[config.mk]
export PLATFORM = sky130hd
export DESIGN_NAME = pbdo_front_flat
export DESIGN_NICKNAME = d
export VERILOG_FILES = /design/src/rtl/pbdo_pkg.sv /design/src/rtl/pbdo_if.sv /design/src/rtl/pbdo_front.sv /design/src/flat_wrapper.sv
export SDC_FILE = /design/constraint.sdc
export NUM_CORES = 1
export LEC_CHECK = 0
export BUFFER_PORTS_ARGS = -buffer_cell sky130_fd_sc_hd__buf_2
export CAP_MARGIN = 20
export CORE_MARGIN = 8
export CORE_UTILIZATION = 40
export DETAILED_ROUTE_END_ITERATION = 10
export GPL_ROUTABILITY_DRIVEN = 0
export MAX_ROUTING_LAYER = met4
export RECOVER_POWER = 25
export SYNTH_ARGS = -nofsm -noshare
export SYNTH_HDL_FRONTEND = slang
export SYNTH_SLANG_ARGS = --single-unit
[constraint.sdc]
create_clock -name clk -period 6.8 [get_ports clk]
set_clock_uncertainty 0.1 [all_clocks]
set_input_delay 0.68 -clock clk [delete_from_list [all_inputs] [get_ports clk]]
set_output_delay 0.68 -clock clk [all_outputs]
set_load 0.05 [all_outputs]
[src/rtl/pbdo_pkg.sv]
package pbdo_pkg;

  localparam int COORD_BITS = 20;
  localparam int MAX_BINS_X = 64;
  localparam int MAX_BINS_Y = 64;
  localparam int BX_W       = $clog2(MAX_BINS_X);
  localparam int BY_W       = $clog2(MAX_BINS_Y);
  localparam int NBINS      = MAX_BINS_X * MAX_BINS_Y;
  localparam int ADDR_W     = BX_W + BY_W;

  localparam int FREE_W  = 25;
  localparam int USE_W   = 32;
  localparam int AREA_W  = 48;
  localparam int TU_W    = 18;
  localparam int BIN_W   = 13;
  localparam int NB_W    = 7;
  localparam int CNT_W   = 13;
  localparam int EDGE_W  = COORD_BITS + 2;
  localparam int SPAN_W  = BIN_W;
  localparam int PROD_W  = 2 * BIN_W;
  localparam int FT_W    = FREE_W + TU_W;
  localparam int CROSS_W = USE_W + FREE_W;
  localparam int SUM_W   = 61;
  localparam int K_W     = PROD_W + TU_W;
  localparam int KLO_W   = K_W / 2;
  localparam int PP_W    = 32 + KLO_W;
  localparam int P_W     = SUM_W + K_W;
  localparam int DEN_W   = AREA_W + 9;
  localparam int RCT_W   = 2 * COORD_BITS;
  localparam int S_W     = 24;

  localparam int PEN_DIVISOR = 400;

  localparam int CFG_IDX_W  = 3;
  localparam int CFG_DATA_W = 20;

  localparam logic [5:0] DIV_Q32 = 6'd32;
  localparam logic [5:0] DIV_Q24 = 6'd24;

  localparam logic [FREE_W-1:0] FREE_MAX = '1;

  typedef enum logic [1:0] {
    OP_CLEAR   = 2'd0,
    OP_FIXED   = 2'd1,
    OP_MOVABLE = 2'd2,
    OP_REPORT  = 2'd3
  } op_t;

  typedef enum logic [CFG_IDX_W-1:0] {
    CFG_CORE_LEFT   = 3'd0,
    CFG_CORE_BOTTOM = 3'd1,
    CFG_CORE_RIGHT  = 3'd2,
    CFG_CORE_TOP    = 3'd3,
    CFG_BIN_WIDTH   = 3'd4,
    CFG_BIN_HEIGHT  = 3'd5,
    CFG_BINS_X      = 3'd6,
    CFG_BINS_Y      = 3'd7
  } cfg_idx_t;

  typedef enum logic [3:0] {
    ST_IDLE,
    ST_BIN_RD,
    ST_BIN_MUL,
    ST_BIN_WR,
    ST_FIN_MX,
    ST_MX_WAIT,
    ST_FIN_RT,
    ST_RT_WAIT,
    ST_PEN_P,
    ST_PEN_DIV,
    ST_PEN_WAIT,
    ST_PEN_SQ,
    ST_OUT
  } st_t;

  typedef struct packed {
    op_t                   kind;
    logic [COORD_BITS-1:0] x0;
    logic [COORD_BITS-1:0] y0;
    logic [COORD_BITS:0]   x1;
    logic [COORD_BITS:0]   y1;
    logic [RCT_W-1:0]      area;
    logic                  outside;
    logic [TU_W-1:0]       tu;
  } cmd_t;

  typedef struct packed {
    logic        start;
    logic [63:0] hi;
    logic [31:0] lo;
    logic [63:0] den;
    logic [5:0]  cnt;
  } div_req_t;

  typedef struct packed {
    logic        done;
    logic [31:0] quot;
  } div_rsp_t;

endpackage

[src/rtl/pbdo_if.sv]
interface pbdo_in_if import pbdo_pkg::*; ();
  logic                  valid;
  logic                  ready;
  logic [1:0]            opcode;
  logic [COORD_BITS-1:0] pos_x;
  logic [COORD_BITS-1:0] pos_y;
  logic [COORD_BITS-1:0] size_w;
  logic [COORD_BITS-1:0] size_h;
  logic                  outside_core;
  logic [TU_W-1:0]       target_util;

  modport source (output valid, opcode, pos_x, pos_y, size_w, size_h, outside_core,
                  target_util, input ready);
  modport sink (input valid, opcode, pos_x, pos_y, size_w, size_h, outside_core,
                target_util, output ready);
endinterface


[src/rtl/pbdo_front.sv]
module pbdo_front import pbdo_pkg::*; (
  input  logic      clk,
  input  logic      rst_n,
  pbdo_in_if.sink   in_ch,
  output logic      push_valid,
  input  logic      push_ready,
  output cmd_t      push_data
);
  logic                  stage_v_r;
  logic [1:0]            op_r;
  logic [COORD_BITS-1:0] px_r, py_r, sw_r, sh_r;
  logic                  out_r;
  logic [TU_W-1:0]       tu_r;

  assign in_ch.ready = !stage_v_r || push_ready;
  assign push_valid  = stage_v_r;

  always_ff @(posedge clk) begin
    if (!rst_n) begin
      stage_v_r <= 1'b0;
    end else if (in_ch.ready) begin
      stage_v_r <= in_ch.valid;
    end
  end

  always_ff @(posedge clk) begin
    if (in_ch.valid && in_ch.ready) begin
      op_r  <= in_ch.opcode;
      px_r  <= in_ch.pos_x;
      py_r  <= in_ch.pos_y;
      sw_r  <= in_ch.size_w;
      sh_r  <= in_ch.size_h;
      out_r <= in_ch.outside_core;
      tu_r  <= in_ch.target_util;
    end
  end

  // classify and precompute rectangle corners and area
  always_comb begin
    push_data.kind    = op_t'(op_r);
    push_data.x0      = px_r;
    push_data.y0      = py_r;
    push_data.x1      = {1'b0, px_r} + {1'b0, sw_r};
    push_data.y1      = {1'b0, py_r} + {1'b0, sh_r};
    push_data.area    = {{COORD_BITS{1'b0}}, sw_r} * {{COORD_BITS{1'b0}}, sh_r};
    push_data.outside = out_r;
    push_data.tu      = tu_r;
  end
endmodule

[src/flat_wrapper.sv]
// flat-port wrapper written by rule: the top's interface ports become plain ports
module pbdo_front_flat import pbdo_pkg::*;
  (clk, rst_n, push_valid, push_ready, push_data, in_ch_valid, in_ch_opcode, in_ch_pos_x, in_ch_pos_y, in_ch_size_w, in_ch_size_h, in_ch_outside_core, in_ch_target_util, in_ch_ready);
  pbdo_in_if in_ch_i ();
  input  logic clk;
  input  logic rst_n;
  output logic push_valid;
  input  logic push_ready;
  output cmd_t push_data;
  input wire logic [$bits(in_ch_i.valid)-1:0] in_ch_valid;
  input wire logic [$bits(in_ch_i.opcode)-1:0] in_ch_opcode;
  input wire logic [$bits(in_ch_i.pos_x)-1:0] in_ch_pos_x;
  input wire logic [$bits(in_ch_i.pos_y)-1:0] in_ch_pos_y;
  input wire logic [$bits(in_ch_i.size_w)-1:0] in_ch_size_w;
  input wire logic [$bits(in_ch_i.size_h)-1:0] in_ch_size_h;
  input wire logic [$bits(in_ch_i.outside_core)-1:0] in_ch_outside_core;
  input wire logic [$bits(in_ch_i.target_util)-1:0] in_ch_target_util;
  output wire logic [$bits(in_ch_i.ready)-1:0] in_ch_ready;
  assign in_ch_i.valid = in_ch_valid;
  assign in_ch_i.opcode = in_ch_opcode;
  assign in_ch_i.pos_x = in_ch_pos_x;
  assign in_ch_i.pos_y = in_ch_pos_y;
  assign in_ch_i.size_w = in_ch_size_w;
  assign in_ch_i.size_h = in_ch_size_h;
  assign in_ch_i.outside_core = in_ch_outside_core;
  assign in_ch_i.target_util = in_ch_target_util;
  assign in_ch_ready = in_ch_i.ready;
  pbdo_front u_core (.clk(clk), .rst_n(rst_n), .in_ch(in_ch_i), .push_valid(push_valid), .push_ready(push_ready), .push_data(push_data));
endmodule
# ---- Word-level counts from Yosys, hierarchy flattened
# Index checks and enable logic that the tools add are counted.
dict set report op_classes {
  addsub 2
  mul 1
  n_div 0
  magnitude_cmp 0
  n_eq_ne 0
  n_shift 0
  n_mux 0
  bitwise 0
  reduce_logical 3
}
# op n
set op_table {}
lappend op_table {{adder 20 x 20 -> 21 bit} 2}
lappend op_table {{multiplier 20 x 20 -> 40 bit} 1}
lappend op_table {{logical AND 1 bit} 1}
lappend op_table {{zero test 1 bit} 1}
lappend op_table {{logical OR 1 bit} 1}
dict set report word_totals {
  ff_bits 102
  latch_bits 0
  ramBits 0
  rom_bits 0
  input_bits 105
  output_inout_bits 145
  elab_cells 14
  n_memories 0
}

# ---- Logic depth before layout (Yosys ltp)
# Gate-level depths: netlist of the first run.
dict set report depth {
  ltp_word 3
  ltp_mapped 25
}

# ---- Least setup slack after synthesis of the first run
# No wires, ideal clock.
dict set report synth_path {
  path_kind {register to output}
  startpoint {register u_core.sw_r[10]}
  endpoint {output port push_data[57] (netlist bit)}
  t_arrival_ns 6.840
  required_ns 6.020
  setup_slack_ns -0.820
  path_stages_with_launch 23
  n_path_buf 1
  cell_sequence {edfxtp_1 -> clkbuf_1 -> and2_1 -> fa_1 -> fa_1 -> inv_1 -> fa_1 -> inv_1 -> fa_1 -> inv_1 -> fa_1 -> inv_1 -> fa_1 -> fa_1 -> ha_1 -> nand2_1 -> a211oi_1 -> a2111oi_2 -> nor3_1 -> a2111oi_4 -> o31ai_2 -> a31oi_1 -> xnor2_1}
}
# item line
set synth_lines {}
lappend synth_lines {{start, declared} pbdo_front.sv:11} ;# logic [COORD_BITS-1:0] px_r, py_r, sw_r, sh_r;
lappend synth_lines {{start signal, assigned} pbdo_front.sv:31} ;# sw_r <= in_ch.size_w;
lappend synth_lines {{end, declared} flat_wrapper.sv:9} ;# output cmd_t push_data;

==> load_flow_metrics.sql, run 1 <==
INSERT INTO impl_metrics (metric_group, metric, value, unit) VALUES
('synthesis', 'synth.cell_area', '18300', 'sq um'),
('worst_setup_path', 'cp_data_required_time', '6020', 'ps'),
('sta', 'relSlewSlack', '32.8', '%'),
('drt', 'routed_via_density', '4.94', ''),
('die', 'floorplan.initialDensity', '40.5', '%'),
('drt', 'via_count', '14480', ''),
('cells_and_area', 'final.fill_count', '4140', ''),
('drt', 'detail-route-antenna-nets', '0', ''),
('cts', 'cts_hold_buf', '0', ''),
('worst_setup_path', 'critPathMaxStageDelay', '520', 'ps'),
('worst_setup_path', 'r2r_start', 'u_core.push_valid', ''),
('global_route', 'grt_pass1_vias', '16373', ''),
('global_route', 'antenna_found_initial', '7', ''),
('die', 'die-height', '230', 'um'),
('synthesis', 'synthArstFlopShare', '0', '%'),
('cts', 'clk_path_buf_depth', '2', ''),
('sta', 'timing.fmax', '128', 'MHz'),
('cells_and_area', 'layout-area-overhead-vs-synth', '30.8', '%'),
('global_route', 'grtUsageTotal', '20.6', '%'),
('placed_design', 'buffer_ports.inserted', '249', ''),
('outcome', 'violations_in_the_final_reports', 'setup timing', ''),
('placed_design', 'placed_cells_incl_taps', '2862', ''),
('cells_and_area', 'final_common_cell', 'inv_1', ''),
('die', 'core_area', '45300', 'sq um'),
('cts', 'cts_tree', 'built', ''),
('placed_design', 'place_hpwl', '44900', 'um'),
('worst_setup_path', 'critical_path_depth', '26', ''),
('worst_setup_path', 'critical_path_buf_inv_count', '10', ''),
('cts', 'cts_num_sinks', '102', ''),
('drt', 'wirelength', '53000', 'um'),
('synthesis', 'synthesized_instance_count', '1888', ''),
('worst_setup_path', 'critPathMostFrequentCell', 'fa_1', ''),
('sta', 'hold_viol', '0', ''),
('worst_setup_path', 'rr_worst_depth', '4', ''),
('cells_and_area', 'finish.net_count', '2934', ''),
('drt', 'iteration_0_drc_markers', '733', ''),
('die', 'top_level_ports', '250', ''),
('drt', 'drt_drc_violations_left', '0', ''),
('global_route', 'gr-total-overflow', '0', ''),
('worst_setup_path', 'crit_path_end_kind', 'output pin', ''),
('cts', 'worst_skew_pair.late_latency', '340', 'ps'),
('hold_path', 'min_path_type', 'in -> reg', ''),
('die', 'floorplan.die_area', '52900', 'sq um'),
('sta', 'timing.final.setup_violations', '27', ''),
('sta', 'finalMaxSlewViolations', '0', ''),
('cells_and_area', 'layout.cells.non_filler', '2929', ''),
('cells_and_area', 'post_route_cells_drive_above_1_share', '28.5', '%'),
('sta', 'period_minus_slack', '7810', 'ps'),
('cts', 'numCtsBuffers', '9', ''),
('flow_run', 'drv_cap', '0', ''),
('synthesis', 'avgSynthCellArea', '9.71', 'sq um'),
('global_route', 'grt_start_max_net_pins', '95', ''),
('worst_setup_path', 'timing.critical_path.max_delay_family', 'adder cells', ''),
('worst_setup_path', 'reg2reg_to', 'u_core.sw_r[7]', ''),
('synthesis', 'most_used_flip_flop_cell_after_synthesis', 'edfxtp_1', ''),
('worst_setup_path', 'critical_path_arrival', '7030', 'ps'),
('synthesis', 'yosysWarningCount', '0', ''),
('worst_setup_path', 'r2r_slack', '4940', 'ps'),
('synthesis', 'synth.net_count', '2505', ''),
('sta', 'grt_setup_unrepaired', 'true', ''),
('worst_setup_path', 'cp_max_fo', '6', ''),
('sta', 'final_worst_path_cycle_share', '115', '%'),
('outcome', 'status', 'finished, violations left', ''),
('hold_path', 'hold_path.startpoint', 'in_ch_pos_x[13]', ''),
('sta', 'worst_path_setup_slack_after_routing', '-1010', 'ps'),
('drt', 'number_of_optimization_iterations_in_the_first_detailed_route_pass', '7', ''),
('global_route', 'global_route_wire_length_before_repair', '85600', 'um'),
('sta', 'finalSetupTns', '-20040', 'ps'),
('worst_setup_path', 'worstSetupStartpointType', 'register', ''),
('hold_path', 'hold_depth', '1', ''),
('worst_setup_path', 'slowest_stage', 'edfxtp_1', ''),
('hold_path', 'min_delay_worst_endpoint', 'u_core.px_r[13]', ''),
('cts', 'ctsRootBufferMaster', 'clkbuf_16', ''),
('die', 'die_width', '230', 'um'),
('synthesis', 'synth_edf_count', '101', ''),
('drt', 'drt-wirelength-per-cell', '18.1', 'um'),
('synthesis', 'synth.lib_cells_used.distinct', '58', ''),
('cts', 'path_clk_slew', '80', 'ps'),
('die', 'floorplan.rows', '78', ''),
('cells_and_area', 'final_cell_mix', 'inv_1, fa_1, buf_2', ''),
('worst_setup_path', 'timing_worst_setup_path_type', 'reg -> out', ''),
('synthesis', 'synth.ff_latch_count', '102', ''),
('synthesis', 'synth_sequential_area_ratio', '16.7', '%'),
('cts', 'clock_tree.htree_level_count', '3', ''),
('sta', 'timing_worst_slew_pin_value', '995', 'ps');
==> layer usage <==
metal	share of wire, %	global-route usage [%]	vias to the layer above
met5	0	-	-
met4	2.4	5.09	0
met3	3.9	2.01	77
met2	52	36.8	348
met1	42	24.8	7333
li1	-	-	6722
==> synthesized netlist by cell type (all sizes together), types with 4 or more instances <==
cell / count / area share [%]
inv: 377 / 7.7
fa: 322 / 35
and2: 231 / 7.9
nand2: 206 / 4.2
ha: 190 / 13
edfxtp: 101 / 17
clkbuf: 83 / 1.7
a21oi: 56 / 1.5
xnor2: 48 / 2.3
nor2: 38 / 0.79
a21o: 37 / 1.5
o21ai: 33 / 0.90
xor2: 20 / 0.96
nand3: 14 / 0.38
nor3: 14 / 0.38
nor2b: 12 / 0.41
a211oi: 10 / 0.44
a21boi: 9 / 0.37
a31oi: 8 / 0.27
nand2b: 8 / 0.27
and3: 7 / 0.24
or3: 6 / 0.20
o21a: 5 / 0.20
o21bai: 5 / 0.20
a221oi: 4 / 0.23
nand4: 4 / 0.14
o31ai: 4 / 0.19
==> cells by family after synthesis <==
kind of cell             count (synthesis)  synth area share (%)
AND/OR/NAND/NOR                        549                  15.3
buffers and inverters                  461                  9.46
adder cells (fa/ha/maj)                512                  48.1
AO/OA/AOI/OAI                          196                  7.17
flip-flops                             102                  16.7
XOR/XNOR                                68                  3.25
==> registers in the layout (all words and copies together) (netlist names) <==
name and cells:
u_core.px_r 20, u_core.py_r 20, u_core.sh_r 20, u_core.sw_r 20, u_core.tu_r 18, u_core.op_r 2, u_core.out_r 1, u_core.push_valid 1
==> cell type report <==
type	instances	area, sq um	area share [%]
clock inverter	7	58.8	0.245
timing repair buffer	502	3840	16.0
clock buffer	9	225	0.939
antenna	7	17.5	0.0731
sequential	102	3050	12.7
tap	600	751	3.13
inverter	377	1420	5.90
multi-input combinational	1325	14600	61.0
==> what timing repair did <==
item,in CTS,in global routing
pin swaps,31,65
setup endpoints to repair,29,31
resized for setup,73,89
buffers inserted,14,32
==> metrics by stage <==
step           worst slack (ps)  cell area [sq um]  hold slack [ps]  utilization [%]
2_1_floorplan              -173              18900              679                -
3_3_place_gp               -762              22600              413             49.9
3_5_place_dp               -818              22600              457             49.9
4_1_cts                   -1070              23300              385             51.5
5_1_grt                   -1230              24000              386             52.9
6_report                  -1010              24000              397             53.0
==> worst max path at each step <==
stage,from,end
6_report,u_core.sh_r[4],push_data[56]
5_1_grt,u_core.sh_r[2],push_data[53]
3_5_place_dp,u_core.sw_r[11],push_data[55]
2_1_floorplan,u_core.sw_r[13],push_data[56]
3_3_place_gp,u_core.sw_r[11],push_data[57]
4_1_cts,u_core.sh_r[8],push_data[55]
Power of run 1 is left out: the tool's default activity adds up to more than one toggle a clock period on the data nets, which glitch-free logic cannot reach.
==> run 2: changes to the inputs <==
--- a/config.mk
+++ b/config.mk
@@ -5,6 +5,7 @@
 export SDC_FILE = /design/constraint.sdc
 export NUM_CORES = 1
 export LEC_CHECK = 0
+export ABC_AREA = 1
 export BUFFER_PORTS_ARGS = -buffer_cell sky130_fd_sc_hd__buf_2
 export CAP_MARGIN = 20
 export CORE_MARGIN = 8
==> load_flow_metrics.sql, run 2 <==
INSERT INTO impl_metrics (metric_group, metric, value, unit) VALUES
('global_route', 'global_route_wire_length_before_repair', '92300', 'um'),
('worst_setup_path', 'timing_worst_setup_path_type', 'reg -> out', ''),
('sta', 'timing.final.setup_violations', '26', ''),
('synthesis', 'synth.area.mux_share', '0', '%'),
('cells_and_area', 'finalCoreUtilization', '51.5', '%'),
('synthesis', 'synthDominantCellAreaShare', '32.8', '%'),
('synthesis', 'synth-xor-area-share', '2.36', '%'),
('drt', 'via_count', '16963', ''),
('flow_run', 'drv_cap', '0', ''),
('cts', 'ctsRootBufferMaster', 'clkbuf_16', ''),
('global_route', 'antenna_found_initial', '2', ''),
('drt', 'wirelength', '57200', 'um'),
('global_route', 'grtUsageTotal', '20.7', '%'),
('outcome', 'violations_in_the_final_reports', 'setup timing', ''),
('cts', 'cts_tree', 'built', ''),
('sta', 'final_worst_path_cycle_share', '104', '%'),
('hold_path', 'min_path_type', 'in -> reg', ''),
('synthesis', 'yosys.cell_count.top_type', 'nand2_1', ''),
('drt', 'routed_via_density', '4.77', ''),
('cells_and_area', 'final_common_cell', 'inv_1', ''),
('die', 'die_width', '238', 'um'),
('cts', 'numCtsBuffers', '9', ''),
('worst_setup_path', 'timing.critical_path.max_delay_family', 'adder cells', ''),
('hold_path', 'hold_depth', '1', ''),
('sta', 'grt_setup_unrepaired', 'true', ''),
('sta', 'timing_worst_slew_pin_value', '873', 'ps'),
('worst_setup_path', 'cp_max_fo', '5', ''),
('global_route', 'gr-total-overflow', '0', ''),
('synthesis', 'synth.net_count', '3124', ''),
('sta', 'relSlewSlack', '41.8', '%'),
('cts', 'cts_num_sinks', '102', ''),
('global_route', 'grt_start_max_net_pins', '68', ''),
('drt', 'drt-wirelength-per-cell', '16.1', 'um'),
('synthesis', 'ys_top_cells_by_count', 'nand2_1, inv_1, fa_1', ''),
('worst_setup_path', 'reg2reg_to', 'u_core.px_r[10]', ''),
('worst_setup_path', 'slowest_stage', 'fa_1', ''),
('outcome', 'status', 'finished, violations left', ''),
('die', 'floorplan.initialDensity', '40.3', '%'),
('sta', 'period_minus_slack', '7060', 'ps'),
('synthesis', 'most_used_flip_flop_cell_after_synthesis', 'edfxtp_1', ''),
('sta', 'finalMaxSlewViolations', '0', ''),
('die', 'core_area', '48700', 'sq um'),
('worst_setup_path', 'rr_worst_depth', '3', ''),
('synthesis', 'synth.ff_latch_count', '102', ''),
('cells_and_area', 'finish.net_count', '3502', ''),
('synthesis', 'synth.largest_area_cell', 'fa_1', ''),
('placed_design', 'placement.setup.worst_slack', '-109', 'ps'),
('synthesis', 'synth_edf_count', '101', ''),
('die', 'floorplan.rows', '81', ''),
('worst_setup_path', 'crit_path_end_kind', 'output pin', ''),
('drt', 'iteration_0_drc_markers', '1073', ''),
('cells_and_area', 'layout-area-overhead-vs-synth', '27.8', '%'),
('synthesis', 'synthArstFlopShare', '0', '%'),
('cts', 'worst_skew_pair.late_latency', '360', 'ps'),
('cts', 'clock_tree.htree_level_count', '3', ''),
('cts', 'clk_path_buf_depth', '2', ''),
('global_route', 'grt_pass1_vias', '18364', ''),
('cells_and_area', 'post_route_cells_drive_above_1_share', '25.5', '%'),
('drt', 'drt_drc_violations_left', '0', ''),
('synthesis', 'synth_sequential_area_ratio', '15.5', '%'),
('hold_path', 'min_delay_worst_endpoint', 'u_core.py_r[18]', ''),
('sta', 'hold_viol', '0', ''),
('worst_setup_path', 'critPathMostFrequentCell', 'fa_1', ''),
('cts', 'cts_hold_buf', '0', ''),
('synthesis', 'synth-compound-area-share', '3.41', '%'),
('synthesis', 'yosysWarningCount', '0', ''),
('drt', 'number_of_optimization_iterations_in_the_first_detailed_route_pass', '8', ''),
('placed_design', 'placed_cells_incl_taps', '3466', ''),
('synthesis', 'synth.cell_area', '19600', 'sq um'),
('worst_setup_path', 'r2r_slack', '4580', 'ps'),
('die', 'die-height', '238', 'um'),
('synthesis', 'synthSimpleGateAreaFrac', '18.2', '%'),
('die', 'top_level_ports', '250', ''),
('worst_setup_path', 'critical_path_buf_inv_count', '8', ''),
('synthesis', 'synthesized_instance_count', '2507', ''),
('drt', 'detail-route-antenna-nets', '0', ''),
('cts', 'path_clk_slew', '90', 'ps'),
('cells_and_area', 'final_cell_mix', 'inv_1, nand2_1, fa_1', ''),
('worst_setup_path', 'cp_data_required_time', '6020', 'ps'),
('synthesis', 'largest_family_of_logic_cells_by_synthesized_area', 'adder cells', ''),
('placed_design', 'buffer_ports.inserted', '249', ''),
('cells_and_area', 'layout.cells.non_filler', '3556', ''),
('worst_setup_path', 'worstSetupStartpointType', 'register', ''),
('hold_path', 'hold_path.startpoint', 'in_ch_pos_y[18]', ''),
('synthesis', 'avgSynthCellArea', '7.83', 'sq um'),
('worst_setup_path', 'critical_path_arrival', '6280', 'ps'),
('die', 'floorplan.die_area', '56400', 'sq um'),
('synthesis', 'synth.top_cells.by_area', 'fa_1, edfxtp_1, nand2_1, inv_1, ha_1', ''),
('worst_setup_path', 'critPathMaxStageDelay', '540', 'ps'),
('sta', 'worst_path_setup_slack_after_routing', '-262', 'ps'),
('worst_setup_path', 'r2r_start', 'u_core.push_valid', ''),
('worst_setup_path', 'crit_chain', 'buf_6 > nand2_2 > inv_2 > fa_1 > fa_1 > inv_2 > fa_1 > inv_2 > fa_1 > inv_2 > fa_1 > inv_1 > fa_1 > fa_1 > ha_4 > nand2_8 > nor2_4 > nand2_1 > nand3b_1 > nand3_4 > buf_6 > xor2_4 > buf_6', ''),
('placed_design', 'place_hpwl', '47400', 'um'),
('synthesis', 'synth.lib_cells_used.distinct', '31', ''),
('synthesis', 'yosys.area_share.adder', '44.9', '%'),
('sta', 'timing.fmax', '142', 'MHz');
[run 2: cell count changes in the layout (fill, tap and decap cells not counted), moves of 23 or more]
| cell | change |
|---|---|
| nand3_1 | +31 |
| buf_4 | -57 |
| and2_1 | -207 |
| a21o_1 | -30 |
| nand2_2 | +65 |
| nand2_4 | +23 |
| inv_1 | +313 |
| inv_2 | +36 |
| nand2_1 | +446 |
[run 2: final cells by class]
cell class,instances,area [sq um]
timing repair buffer,448,3270
fill,4543,23700
antenna,2,5.00
clock buffer,9,225
tap,664,831
clock inverter,7,98.8
multi-input combinational,1592,14900
sequential,102,3050
inverter,732,2770
[run 2: cells by family (layout without fill, tap and decap cells)]
logic type / after synthesis / count (layout)
buffers and inverters: 813 / 1196
other: 0 / 2
AOI/OAI and AO/OA: 125 / 125
DFF: 102 / 102
xor gates and xnor gates: 53 / 53
and+or+nand+nor: 902 / 902
adders and majority gates: 512 / 512
[run 2: worst max path at each step]
stage,from,to,slack (ps),depth (start not counted)
2_1_floorplan,u_core.sw_r[12],push_data[42],6,22
3_3_place_gp,u_core.sw_r[15],push_data[58],-80,26
3_5_place_dp,u_core.sw_r[12],push_data[58],-110,24
4_1_cts,u_core.sw_r[16],push_data[56],-230,26
5_1_grt,u_core.sw_r[9],push_data[57],-440,28
6_report,u_core.sw_r[9],push_data[40],-260,23
[run 2: through the flow]
stage | hold slack [ps] | setup TNS (ps) | instance area, sq um
3_5_place_dp | 455 | -965 | 22600
3_3_place_gp | 430 | -759 | 22600
2_1_floorplan | 679 | 0 | 19600
6_report | 384 | -4700 | 25100
5_1_grt | 361 | -9360 | 25100
4_1_cts | 368 | -3360 | 23900
[run 2: metal layers]
layer  routed length (um)  GRT usage [%]
met1                22400           23.6
met2                30200           38.3
met3                 2700           1.89
met4                 1980           6.05
met5                    0              -
[run 2: repair_timing]
action,CTS,global route
setup buffers,35,36
pin swaps,34,101
resized for setup,180,244
cloned,0,3
endpoints found under the setup margin,31,32
[run 2: worst reg2reg max path, stage by stage (launching register included)]
cell and delay [ps]:
dfxtp_1 350, a21oi_4 140, buf_4 420, buf_4 800
Power of run 2 is left out for the same reason.
==> run 3: changes to the inputs <==
--- a/config.mk
+++ b/config.mk
@@ -14,6 +14,8 @@
 export GPL_ROUTABILITY_DRIVEN = 0
 export MAX_ROUTING_LAYER = met4
 export RECOVER_POWER = 25
+export SLEW_MARGIN = 20
 export SYNTH_ARGS = -nofsm -noshare
 export SYNTH_HDL_FRONTEND = slang
 export SYNTH_SLANG_ARGS = --single-unit
+export TNS_END_PERCENT = 50
==> load_flow_metrics.sql, run 3 (synthesis gave the netlist of run 2 again) <==
INSERT INTO impl_metrics (metric_group, metric, value, unit) VALUES
('outcome', 'status', 'finished, violations left', ''),
('outcome', 'violations_in_the_final_reports', 'setup timing', ''),
('cts', 'cts_tree', 'built', ''),
('cells_and_area', 'final_cell_mix', 'inv_1, nand2_1, fa_1', ''),
('worst_setup_path', 'cp_data_required_time', '6020', 'ps'),
('sta', 'timing_worst_slew_pin_value', '877', 'ps'),
('sta', 'grt_setup_unrepaired', 'true', ''),
('worst_setup_path', 'cp_max_fo', '11', ''),
('drt', 'number_of_optimization_iterations_in_the_first_detailed_route_pass', '6', ''),
('hold_path', 'min_delay_worst_endpoint', 'u_core.tu_r[3]', ''),
('die', 'die-height', '238', 'um'),
('worst_setup_path', 'crit_path_start', 'u_core.sw_r[8]', ''),
('drt', 'via_count', '16640', ''),
('die', 'core_area', '48700', 'sq um'),
('die', 'die_width', '238', 'um'),
('worst_setup_path', 'crit_chain', 'buf_4 > nand2_1 > fa_1 > inv_1 > fa_1 > fa_1 > fa_1 > fa_1 > fa_1 > inv_1 > fa_1 > inv_2 > ha_4 > nand2_2 > inv_2 > nand2_4 > inv_1 > a21oi_2 > nand3_4 > buf_4 > xor2_4 > buf_6', ''),
('sta', 'whs', '383', 'ps'),
('worst_setup_path', 'critPathMostFrequentCell', 'fa_1', ''),
('drt', 'drt_drc_violations_left', '0', ''),
('worst_setup_path', 'crit_path_end_kind', 'output pin', ''),
('sta', 'timing.fmax', '142', 'MHz'),
('cells_and_area', 'final_common_cell', 'inv_1', ''),
('cts', 'path_clk_slew', '90', 'ps'),
('global_route', 'grtUsageTotal', '20.6', '%'),
('global_route', 'gr-total-overflow', '0', ''),
('worst_setup_path', 'r2r_slack', '4570', 'ps'),
('placed_design', 'place_hpwl', '47400', 'um'),
('worst_setup_path', 'critical_path_buf_inv_count', '8', ''),
('die', 'floorplan.rows', '81', ''),
('sta', 'hold_viol', '0', ''),
('flow_run', 'drv_cap', '0', ''),
('cells_and_area', 'finish.net_count', '3469', ''),
('worst_setup_path', 'r2r_start', 'u_core.push_valid', ''),
('cts', 'clock_tree.htree_level_count', '3', ''),
('cts', 'clk_path_buf_depth', '2', ''),
('die', 'top_level_ports', '250', ''),
('drt', 'routed_via_density', '4.72', ''),
('worst_setup_path', 'worstSetupStartpointType', 'register', ''),
('global_route', 'antenna_found_initial', '2', ''),
('cells_and_area', 'post_route_cells_drive_above_1_share', '19.8', '%'),
('worst_setup_path', 'timing.critical_path.max_delay_family', 'adder cells', ''),
('drt', 'wirelength', '55100', 'um'),
('cells_and_area', 'finalCoreUtilization', '49.3', '%'),
('placed_design', 'buffer_ports.inserted', '249', ''),
('die', 'floorplan.initialDensity', '40.3', '%'),
('worst_setup_path', 'timing_worst_setup_path_type', 'reg -> out', ''),
('global_route', 'global_route_wire_length_before_repair', '92000', 'um'),
('sta', 'period_minus_slack', '7030', 'ps'),
('hold_path', 'min_path_type', 'in -> reg', ''),
('cells_and_area', 'layout-area-overhead-vs-synth', '22.4', '%'),
('sta', 'relSlewSlack', '41.6', '%'),
('cts', 'cts_num_sinks', '102', ''),
('worst_setup_path', 'critPathMaxStageDelay', '580', 'ps'),
('worst_setup_path', 'reg2reg_to', 'u_core.px_r[10]', ''),
('cts', 'ctsRootBufferMaster', 'clkbuf_16', ''),
('hold_path', 'hold_path.startpoint', 'in_ch_target_util[3]', ''),
('drt', 'drt-wirelength-per-cell', '15.6', 'um'),
('sta', 'final_worst_path_cycle_share', '103', '%'),
('worst_setup_path', 'critical_path_arrival', '6250', 'ps'),
('hold_path', 'hold_depth', '1', ''),
('cts', 'cts_hold_buf', '0', ''),
('drt', 'detail-route-antenna-nets', '0', ''),
('cts', 'numCtsBuffers', '9', ''),
('global_route', 'grt_pass1_vias', '18319', ''),
('sta', 'timing.final.setup_violations', '25', ''),
('global_route', 'grt_start_max_net_pins', '68', ''),
('worst_setup_path', 'slowest_stage', 'fa_1', ''),
('worst_setup_path', 'rr_worst_depth', '3', ''),
('cts', 'worst_skew_pair.late_latency', '360', 'ps'),
('sta', 'finalMaxSlewViolations', '0', ''),
('sta', 'worst_path_setup_slack_after_routing', '-235', 'ps'),
('die', 'floorplan.die_area', '56400', 'sq um'),
('drt', 'iteration_0_drc_markers', '1022', '');
==> run 3: cell count changes in the layout (fill, tap and decap cells not counted), moves of 14 or more <==
| cell | previous run | this run |
|---|---|---|
| inv_1 | 680 | 718 |
| nand2_1 | 650 | 700 |
| fa_1 | 305 | 319 |
| inv_2 | 46 | 14 |
| fa_2 | 17 | 3 |
| nand2_2 | 66 | 38 |
| buf_6 | 47 | 30 |
| nand2_4 | 24 | 5 |
==> run 3: per-stage QoR <==
step | instance area, sq um | setup TNS [ps] | std cells | setup slack [ps]
6_report | 24000 | -3170 | 3523 | -235
4_1_cts | 23700 | -4080 | 3515 | -239
3_3_place_gp | 22600 | -759 | 3466 | -80.1
2_1_floorplan | 19600 | 0 | 2507 | 6.45
5_1_grt | 24000 | -11130 | 3523 | -490
3_5_place_dp | 22600 | -965 | 3466 | -109
==> run 3: how the worst max path moves through the flow <==
stage          cells after the start  slack [ps]            end
2_1_floorplan                     22           6  push_data[42]
3_3_place_gp                      26         -80  push_data[58]
3_5_place_dp                      24        -110  push_data[58]
4_1_cts                           26        -240  push_data[57]
5_1_grt                           26        -490  push_data[57]
6_report                          22        -230  push_data[40]
==> run 3: metal layers <==
layer / vias up / track usage [%] / part of all wire (%)
met5: - / - / 0
met4: 0 / 6.10 / 3.5
met3: 110 / 1.90 / 4.3
met2: 490 / 38.1 / 52
met1: 8096 / 23.6 / 40
li1: 7944 / - / -
==> run 3: timing repair <==
action / in CTS / in global routing
endpoints found under the setup margin: 31 / 32
resized for setup: 133 / 77
buffers inserted: 33 / 6
pin swaps: 28 / 15
hold endpoints to repair: 0 / 0
==> run 3: area by class of cell <==
class                           count  area [sq um]
Tap cell                          664           831
Fill cell                        4673         24700
Sequential cell                   102          3050
Timing Repair Buffer              415          2890
Antenna cell                        2          5.00
Multi-Input combinational cell   1592         14200
Inverter                          732          2750
Clock inverter                      7          98.8
Clock buffer                        9           225
Power of run 3 is left out for the same reason.
